$ cat config.mk
export PLATFORM = sky130hd
export DESIGN_NAME = multi_led_blink_burst_controller
export DESIGN_NICKNAME = d
export VERILOG_FILES = /design/src/sv/mlbb_pkg.sv /design/src/sv/multi_led_blink_burst_controller.sv
export SDC_FILE = /design/constraint.sdc
export NUM_CORES = 1
export LEC_CHECK = 0
export BUFFER_PORTS_ARGS = -buffer_cell sky130_fd_sc_hd__buf_2
export CAP_MARGIN = 15
export CORE_MARGIN = 1.5
export CORE_UTILIZATION = 65
export CTS_BUF_LIST = sky130_fd_sc_hd__clkbuf_8
export DETAILED_ROUTE_END_ITERATION = 10
export PLACE_DENSITY = 0.91
export SLEW_MARGIN = 20
export SYNTH_ARGS = -nofsm -noshare
export SYNTH_HDL_FRONTEND = slang
export SYNTH_SLANG_ARGS = --single-unit
$ cat constraint.sdc
create_clock -name clock -period 8.9 [get_ports clock]
set_clock_uncertainty 0.1 [all_clocks]
set_input_delay 0.89 -clock clock [delete_from_list [all_inputs] [get_ports clock]]
set_output_delay 0.89 -clock clock [all_outputs]
set_load 0.005 [all_outputs]
$ cat src/sv/mlbb_pkg.sv
// Shared widths, command codes and register map of the LED blink and burst controller.
package mlbb_pkg;

   localparam int CMD_W      = 3;
   localparam int INDEX_W    = 4;
   localparam int MILLIS_W   = 13;
   localparam int LEVELS_W   = 9;
   localparam int TICK_W     = 8;
   localparam int CSR_ADDR_W = 2;
   localparam int CSR_DATA_W = 32;

   typedef logic [CMD_W-1:0]      cmd_type;
   typedef logic [MILLIS_W-1:0]   millis_type;
   typedef logic [LEVELS_W-1:0]   levels_type;
   typedef logic [TICK_W-1:0]     tick_type;
   typedef logic [CSR_ADDR_W-1:0] csr_addr_type;
   typedef logic [CSR_DATA_W-1:0] csr_data_type;

   localparam cmd_type CMD_TICK   = 3'd0;
   localparam cmd_type CMD_OFF    = 3'd1;
   localparam cmd_type CMD_ON     = 3'd2;
   localparam cmd_type CMD_BLINK  = 3'd3;
   localparam cmd_type CMD_TOGGLE = 3'd4;
   localparam cmd_type CMD_BURST  = 3'd5;

   // Pending slot empty and mode idle share the tick code.
   localparam cmd_type CMD_NONE   = CMD_TICK;

   localparam tick_type     TICK_RESET    = 8'd8;
   localparam csr_addr_type CSR_TICK_ADDR = 2'd0;

endpackage

$ cat src/sv/multi_led_blink_burst_controller.sv
// Top level: LED bank blink and burst controller with a per-LED update sequencer.
// Results: a command transfer gives no result; a tick transfer gives its level vector once
//   the sequencer has updated every LED, one LED per cycle, and loaded the result register.
// Flow: a new tick waits for the walk over every LED by the single per-LED update unit;
//   commands are taken one per cycle while idle and while no result waits on a stall.
// Reset: synchronous, active high; clears every LED, every pending slot, tick length to 8.
module multi_led_blink_burst_controller #(
   parameter int NUM_LEDS = 9
) (
   input  logic                   clock,
   input  logic                   reset,
   // Input channel
   input  logic                   req_valid,
   output logic                   req_stall,
   input  mlbb_pkg::cmd_type      req_command,
   input  logic [3:0]             req_led_index,
   input  mlbb_pkg::millis_type   req_millis,
   // Result channel
   output logic                   rsp_valid,
   input  logic                   rsp_stall,
   output mlbb_pkg::levels_type   rsp_led_levels,
   // Configuration port
   input  logic                   csr_psel,
   input  logic                   csr_penable,
   input  logic                   csr_pwrite,
   input  mlbb_pkg::csr_addr_type csr_paddr,
   input  mlbb_pkg::csr_data_type csr_pwdata,
   output mlbb_pkg::csr_data_type csr_prdata,
   output logic                   csr_pready
);
   import mlbb_pkg::*;

   localparam int LED_IDX_W = (NUM_LEDS > 1) ? $clog2(NUM_LEDS) : 1;
   localparam logic [LED_IDX_W-1:0] LAST_LED = LED_IDX_W'(NUM_LEDS - 1);

   // Sequencer states
   localparam logic [1:0] ST_IDLE = 2'd0;
   localparam logic [1:0] ST_RUN  = 2'd1;
   localparam logic [1:0] ST_DONE = 2'd2;

   // Per-LED state, one entry per LED
   cmd_type    pend_cmd_ff    [NUM_LEDS];
   millis_type pend_millis_ff [NUM_LEDS];
   cmd_type    mode_ff        [NUM_LEDS];
   logic       lit_ff         [NUM_LEDS];
   millis_type period_ff      [NUM_LEDS];
   millis_type remain_ff      [NUM_LEDS];

   logic [1:0]           state_ff, state_in;
   logic [LED_IDX_W-1:0] led_ff, led_in;
   tick_type             tick_len_ff;
   logic                 rsp_valid_ff;
   levels_type           rsp_levels_ff;

   // ---------------------------------------------------------------
   // Input handshake: stall while the sequencer walks the LEDs, and
   // while an earlier result still waits on a stalled result channel.
   // ---------------------------------------------------------------
   logic                 req_take;
   logic                 tick_take;
   logic                 cmd_take;
   logic [LED_IDX_W-1:0] cmd_slot;

   assign req_stall = (state_ff != ST_IDLE) || (rsp_valid_ff && rsp_stall);
   assign req_take  = req_valid && !req_stall;
   assign tick_take = req_take && (req_command == CMD_TICK);
   // Drop unknown command codes and indexes past the bank.
   assign cmd_take  = req_take && (req_command != CMD_TICK) && (req_command <= CMD_BURST)
                      && (32'(req_led_index) < NUM_LEDS);
   assign cmd_slot  = LED_IDX_W'(req_led_index);

   // ---------------------------------------------------------------
   // Shared per-LED update unit: apply the pending command of the LED
   // under the sequencer, then advance its countdown by one tick.
   // ---------------------------------------------------------------
   cmd_type    cur_cmd, cur_mode, mode_mid, mode_in;
   millis_type cur_millis, cur_remain, cur_period;
   millis_type period_mid, remain_mid, remain_in;
   logic       cur_lit, lit_mid, lit_in;
   logic       remain_covers;
   millis_type tick_ext;

   assign cur_cmd    = pend_cmd_ff[led_ff];
   assign cur_millis = pend_millis_ff[led_ff];
   assign cur_mode   = mode_ff[led_ff];
   assign cur_lit    = lit_ff[led_ff];
   assign cur_period = period_ff[led_ff];
   assign cur_remain = remain_ff[led_ff];
   assign tick_ext   = MILLIS_W'(tick_len_ff);

   always_comb begin
      mode_mid   = cur_mode;
      lit_mid    = cur_lit;
      period_mid = cur_period;
      remain_mid = cur_remain;
      if (cur_cmd != CMD_NONE) begin
         if (cur_cmd == cur_mode) begin
            // Repeat of the running mode: blink retunes, burst restarts.
            if (cur_cmd == CMD_BLINK) begin
               period_mid = cur_millis;
               if (cur_millis < cur_remain) begin
                  remain_mid = cur_millis;
               end
            end else if (cur_cmd == CMD_BURST) begin
               remain_mid = cur_millis;
            end
         end else begin
            mode_mid = cur_cmd;
            case (cur_cmd)
               CMD_OFF: begin
                  lit_mid = 1'b0;
               end
               CMD_ON: begin
                  lit_mid = 1'b1;
               end
               CMD_BLINK: begin
                  period_mid = cur_millis;
                  remain_mid = cur_millis;
               end
               CMD_TOGGLE: begin
                  // Settle the mode at on or off so a later toggle acts again.
                  lit_mid  = !cur_lit;
                  mode_mid = cur_lit ? CMD_OFF : CMD_ON;
               end
               CMD_BURST: begin
                  remain_mid = cur_millis;
               end
               default: begin
                  mode_mid = cur_cmd;
               end
            endcase
         end
      end
   end

   assign remain_covers = (remain_mid >= tick_ext);

   always_comb begin
      mode_in   = mode_mid;
      lit_in    = lit_mid;
      remain_in = remain_mid;
      if (mode_mid == CMD_BLINK) begin
         if (remain_covers) begin
            remain_in = remain_mid - tick_ext;
         end else begin
            // Half-period expired: reload and flip.
            remain_in = period_mid;
            lit_in    = !lit_mid;
         end
      end else if (mode_mid == CMD_BURST) begin
         if (remain_covers) begin
            remain_in = remain_mid - tick_ext;
            lit_in    = 1'b1;
         end else begin
            // Burst over: go dark and stay off.
            lit_in  = 1'b0;
            mode_in = CMD_OFF;
         end
      end
   end

   // ---------------------------------------------------------------
   // Sequencer: walk LED 0 up to the last one, then load the result.
   // ---------------------------------------------------------------
   always_comb begin
      state_in = state_ff;
      led_in   = led_ff;
      case (state_ff)
         ST_IDLE: begin
            led_in = '0;
            if (tick_take) begin
               state_in = ST_RUN;
            end
         end
         ST_RUN: begin
            if (led_ff == LAST_LED) begin
               state_in = ST_DONE;
            end else begin
               led_in = led_ff + 1'b1;
            end
         end
         ST_DONE: begin
            state_in = ST_IDLE;
            led_in   = '0;
         end
         default: begin
            state_in = ST_IDLE;
            led_in   = '0;
         end
      endcase
   end

   always_ff @(posedge clock) begin
      if (reset) begin
         state_ff <= ST_IDLE;
         led_ff   <= '0;
      end else begin
         state_ff <= state_in;
         led_ff   <= led_in;
      end
   end

   // Per-LED storage: command transfers fill the pending slot, the
   // sequencer takes and clears it as it updates each LED.
   always_ff @(posedge clock) begin
      if (reset) begin
         for (int i = 0; i < NUM_LEDS; i++) begin
            pend_cmd_ff[i]    <= CMD_NONE;
            pend_millis_ff[i] <= '0;
            mode_ff[i]        <= CMD_NONE;
            lit_ff[i]         <= 1'b0;
            period_ff[i]      <= '0;
            remain_ff[i]      <= '0;
         end
      end else if (state_ff == ST_RUN) begin
         pend_cmd_ff[led_ff] <= CMD_NONE;
         mode_ff[led_ff]     <= mode_in;
         lit_ff[led_ff]      <= lit_in;
         period_ff[led_ff]   <= period_mid;
         remain_ff[led_ff]   <= remain_in;
      end else if (cmd_take) begin
         // Latest write wins.
         pend_cmd_ff[cmd_slot]    <= req_command;
         pend_millis_ff[cmd_slot] <= req_millis;
      end
   end

   // ---------------------------------------------------------------
   // Result register: holds the level vector until the transfer.
   // ---------------------------------------------------------------
   levels_type levels_now;

   always_comb begin
      levels_now = '0;
      for (int b = 0; b < LEVELS_W; b++) begin
         if (b < NUM_LEDS) begin
            levels_now[b] = lit_ff[b];
         end
      end
   end

   always_ff @(posedge clock) begin
      if (reset) begin
         rsp_valid_ff <= 1'b0;
      end else if (state_ff == ST_DONE) begin
         rsp_valid_ff <= 1'b1;
      end else if (!rsp_stall) begin
         rsp_valid_ff <= 1'b0;
      end
   end

   always_ff @(posedge clock) begin
      if (state_ff == ST_DONE) begin
         rsp_levels_ff <= levels_now;
      end
   end

   assign rsp_valid      = rsp_valid_ff;
   assign rsp_led_levels = rsp_levels_ff;

   // ---------------------------------------------------------------
   // Configuration port: one register, tick length in milliseconds.
   // ---------------------------------------------------------------
   logic csr_write;

   assign csr_pready = 1'b1;
   assign csr_write  = csr_psel && csr_penable && csr_pwrite;

   always_ff @(posedge clock) begin
      if (reset) begin
         tick_len_ff <= TICK_RESET;
      end else if (csr_write && (csr_paddr == CSR_TICK_ADDR)) begin
         tick_len_ff <= csr_pwdata[TICK_W-1:0];
      end
   end

   assign csr_prdata = (csr_paddr == CSR_TICK_ADDR) ? CSR_DATA_W'(tick_len_ff) : '0;

`ifndef SYNTHESIS
   a_busy_stalls: assert property (@(posedge clock) disable iff (reset)
      (state_ff != ST_IDLE) |-> req_stall)
      else $error("input taken while the sequencer is busy");

   a_tick_starts_run: assert property (@(posedge clock) disable iff (reset)
      tick_take |=> (state_ff == ST_RUN) && (led_ff == '0))
      else $error("tick transfer did not start the LED walk at LED 0");

   a_led_in_range: assert property (@(posedge clock) disable iff (reset)
      (state_ff == ST_RUN) |-> (32'(led_ff) < NUM_LEDS))
      else $error("sequencer points past the LED bank");

   a_done_gives_result: assert property (@(posedge clock) disable iff (reset)
      (state_ff == ST_DONE) |=> rsp_valid_ff && (state_ff == ST_IDLE))
      else $error("finished walk did not present a result");
`endif

endmodule

# Word-level counts from Yosys, hierarchy flattened
# Memory sizes are Yosys's and may differ from the RTL's. A register that Yosys moved wholly into a read port is not among the register bits.
# Cells that the tools add are included.
[totals] word_cells=134 ff_bits=15 input_bits=61 ramBits=414 n_memories=6
[classes] n_bitwise=1 n_reduce_logical=29 addsub=2 n_mux=74 magnitude_cmp=4 n_eq_ne=14
[mem_list] memory="pend_millis_ff" depth=9 word_bits=13 rd=1 rd_clocked_by_memory_dff=1 wr=9 line="multi_led_blink_burst_controller.sv:43" source="millis_type pend_millis_ff [NUM_LEDS];"
[mem_list] memory="period_ff" depth=9 word_bits=13 rd=1 rd_clocked_by_memory_dff=1 wr=9 line="multi_led_blink_burst_controller.sv:46" source="millis_type period_ff [NUM_LEDS];"
[mem_list] memory="remain_ff" depth=9 word_bits=13 rd=1 rd_clocked_by_memory_dff=1 wr=9 line="multi_led_blink_burst_controller.sv:47" source="millis_type remain_ff [NUM_LEDS];"
[mem_list] memory="mode_ff" depth=9 word_bits=3 rd=1 rd_clocked_by_memory_dff=1 wr=9 line="multi_led_blink_burst_controller.sv:44" source="cmd_type mode_ff [NUM_LEDS];"
[mem_list] memory="pend_cmd_ff" depth=9 word_bits=3 rd=1 rd_clocked_by_memory_dff=1 wr=9 line="multi_led_blink_burst_controller.sv:42" source="cmd_type pend_cmd_ff [NUM_LEDS];"
[mem_list] memory="lit_ff" depth=9 word_bits=1 rd=10 rd_clocked_by_memory_dff=10 wr=9 line="multi_led_blink_burst_controller.sv:45" source="logic lit_ff [NUM_LEDS];"
[op_table] operator="$mux 13" n=15
[op_table] operator="$mux 4" n=19
[op_table] operator="$reduce_or 13->1" n=3
[op_table] operator="$mux 3" n=9
[op_table] operator="$mux 1" n=25
[op_table] operator="$ge 13x8->1" n=1
[op_table] operator="$lt 13x13->1" n=1
[op_table] operator="$sub 13x8->13" n=1
[op_table] operator="$eq 3x2->1 const B" n=3
[op_table] operator="$eq 3x3->1 const B" n=3
[op_table] operator="$logic_and 1x1->1" n=9
[op_table] operator="$reduce_or 3->1" n=3
[op_table] operator="$mux 8" n=1
[op_table] operator="$mux 2" n=3
[op_table] operator="$reduce_bool 3->1" n=2
[op_table] operator="$add 4x1->4 const B" n=1
[op_table] operator="$eq 4x4->1 const B" n=1
[op_table] operator="$logic_not 2->1" n=2
[op_table] operator="$lt 4x4->1 const B" n=1
[op_table] operator="$ne 2x2->1 const B" n=2
[op_table] operator="$pmux 2 s2" n=1
[op_table] operator="$reduce_or 2->1" n=2
[op_table] operator="$eq 3x1->1 const B" n=1
[op_table] operator="$eq 3x3->1" n=1
[op_table] operator="12 further kinds" n=14

# Depth between registers and ports, before layout
[logic_depth] word_depth=13 mapped_depth=38 mapped_depth_nobuf=25

# Least setup slack after synthesis
# Ideal clock, no wire load.
[synth_timing] path_type="register -> register" from="reg (tool-made name)" to="mem remain_ff[10][2] in the netlist's numbering, data pin" setup_slack_ps=1442 path_stages_with_launch=36 setup_ps=290 t_arrival_ps=7069 synth_period_minus_slack_ps=7458 cell_sequence="dfxtp_1 buf_6 buf_12 buf_12 buf_12 buf_12 buf_12 buf_2 buf_4 buf_2 mux4_2 a22oi_1 nand2_1 inv_1 ha_1 a21oi_1 nor2_1 nor4_1 o211ai_1 o211a_1 nor2_1 clkbuf_1 clkbuf_1 o21ai_0 ha_1 a21oi_1 o21bai_1 a211oi_1 o21bai_1 a21oi_1 o21a_1 nand4_1 buf_4 mux2i_1 a221oi_4 inv_1"
[synth_rtl] element="to (decl)" line="multi_led_blink_burst_controller.sv:47"

==> impl_metrics.toml <==
[global_routing]
grt_overflow_total = 0
grt_first_pass_wirelength_um = 120000
grt.total_usage = 0.308
grt_max_degree = 60
antenna_found_initial = 5
met2_usage = 0.519
first_global_vias = 20500
busiest_layer = "met2"
use_met3 = 0.0704
met1_usage = 0.385

[synth]
synthDistinctLibCells = 78
synthAdderAreaFrac = 0.00954
synthTopCellsByCount = "edfxtp_1, nor2_1, mux4_2"
syn_area_sq_mm = 0.0336
post_synth_mux_area_share = 0.154
syn_avg_cell_area_sq_um = 16.3
synth.ff_latch_count = 764
yosys.area_share.simple = 0.0887
synth.area.top_cells = "edfxtp_1, mux4_2, nor2_1"
synth_top_cell_by_area = "edfxtp_1"
synth_top_area_frac = 0.666
synthArstFlopShare = 0
synth_compound_area_frac = 0.0335
synth_top_family_by_area = "multiplexers"
synth_edf_count = 745
synthXorXnorAreaFrac = 0.00339
yosysWarningCount = 0
synth.most_common_cell = "edfxtp_1"
syn_inst = 2056
ys_seq_area_frac = 0.678
synth_ff_type = "edfxtp_1"

[sta]
fin_tns_setup_ps = 0
hold_violations = 0
setup_ws_ps = 1070
tightestPinTransition_ps = 1180
maxSlewHeadroom = 0.210
rsz0062_at_grt = "no"
period_minus_slack_ps = 7830
finalMaxSlewViolations = 0
finalSetupViolCount = 0
fin_crit_sh = 0.879
maxClockFrequency_mhz = 128

[flow_run]
maxCapViolCount = 0

[floorplan]
fp-row-count = 83
boundaryPins = 105
coreArea_sq_mm = 0.0512
start_util = 0.656
die_area_sq_mm = 0.0530
dieHeight_um = 230
dieWidth_um = 230

[clock_tree]
post_cts_resized = 0
clk_latency_ps = 750
clockRootBuffer = "clkbuf_8"
cts_setup_buffers = 0
ctsHoldBuffers = 0
cts_sinks = 764
cts_buffer_depth = 3
numCtsBuffers = 117
cts_tree = "yes"
clk_pin_slew_ps = 60
htreeDepth = 3

[layout]
fin_cells = 3009
post-route-util = 0.722
drive_gt1_frac = 0.231
num-nets-final = 2321
fillerInstances = 2872
syn_to_final_growth_pct = 10.1

[routing]
vias = 19800
drc = 0
drtIter0Drc = 2465
avgViaCountPerCell = 6.57
post_drt_wl_per_cell_um = 26.6
first_pass_iters = 7
ant_nets = 0
routed_wl_um = 79900

[placement]
numPortBuffers = 55
dp_slack_ps = 1170
dp_hpwl_um = 48000
dpl.cell_count = 2796
place_congestion = 0.920

[worst_setup_path]
cp_max_fo = 59
cpPeakStageDelay_ps = 970
critical_path_class = "flop to flop"
cpMaxStageDelayCell = "dfxtp_4"
worst-path-buf-inv = 5
worstSetupStartpointType = "flop"
worstSetupEndpointType = "flop"
cp_top_family = "compound AO/OA/AOI/OAI gates"
crit_required_ps = 9220
crit_arrival_ps = 8150
cp_common_cell = "nor2_1"

[power]
leakage_nw = 13.3
p_per_area_mw_per_mm2 = 196
max-vdd-ir-drop_v = 0.000169
p_total_mw = 7.24

[run_status]
status = "finished, final reports clean"

[worst_hold_path]
hold_path_class = "input port to flop"
==> area by class of cell <==
type,count,area [sq um],area share
tap,680,851,0.0230
clock buffer,131,1800,0.0488
timing repair buffer,107,703,0.0190
antenna,1,2.50,0.0000677
multi-input combinational,1182,10200,0.277
inverter,63,236,0.00640
sequential,764,22800,0.616
clock inverter,81,368,0.00996
==> stage by stage <==
step	area (sq um)	hold WS [ps]
final	36900	301
after global routing	36900	287
after CTS	36900	280
after detailed placement	34800	341
after global placement	34800	332
after floorplan	34000	321
==> path summary, 6_finish.rpt <==
path / start / end / slack [ps] / cells past startpoint
worst max-delay path: flop / remain_ff[13][2] / 1070 / 27
worst min-delay path: rsp_stall / rsp_valid / 300 / 3
worst max register to register: flop / remain_ff[13][2] / 1070 / 27
worst min register to register: lit_ff[4] / rsp_led_levels[4] / 360 / 0
==> power by group <==
group          switching, mW  leakage (nW)  total, mW  internal (mW)
clock network           1.33          1.26       2.69           1.37
logic                  0.299          4.51      0.438          0.139
registers             0.0341          7.49       4.11           4.08
total                   1.66          13.3       7.24           5.58
==> cell usage in the layout, fill, tap and decap left out, drive strengths merged, types with 3 or more instances in the layout <==
cell type  instances
edfxtp           745
nor2             342
mux4             215
clkbuf           131
conb             116
buf              107
inv              105
and2              89
nand2             48
and3              42
nor3              40
a21oi             33
clkinv            33
mux2i             30
ha                24
o21ai             24
nand3             23
dfxtp             19
a22oi             16
nand2b            13
o21bai            11
xnor2             10
or2               10
nand4              9
nor2b              8
a21o               7
a22o               6
o211ai             6
a211o              5
clkinvlp           5
nor4               5
o21a               4
a221oi             4
and4               3
o221a              3
xor2               3
o31ai              3
==> flip-flops by register name, summed over array words and instances (netlist names), 8 cells and up, named ones only <==
signal	flops
remain_ff	208
pend_millis_ff	208
tick_len_ff	8
rsp_led_levels	9
pend_cmd_ff	48
period_ff	208
mode_ff	48
lit_ff	16
==> cells by family after synthesis <==
kind of cell | Yosys count
compound gates | 143
xor+xnor | 13
fa+ha+maj | 25
buf+inv | 224
flops | 764
mux | 246
other cells | 2
simple gates | 639
==> per-layer routing <==
layer | part of all wire | up-vias
met3 | 0.11 | 333
met1 | 0.34 | 9865
li1 | - | 8136
met2 | 0.51 | 1427
met5 | 0.00048 | -
met4 | 0.045 | 6
==> worst min-delay path: stages <==
cell and delay [ps]:
buf_2 90, a21oi_1 60, nor2_1 80
(Power assumes the default switching activity.)
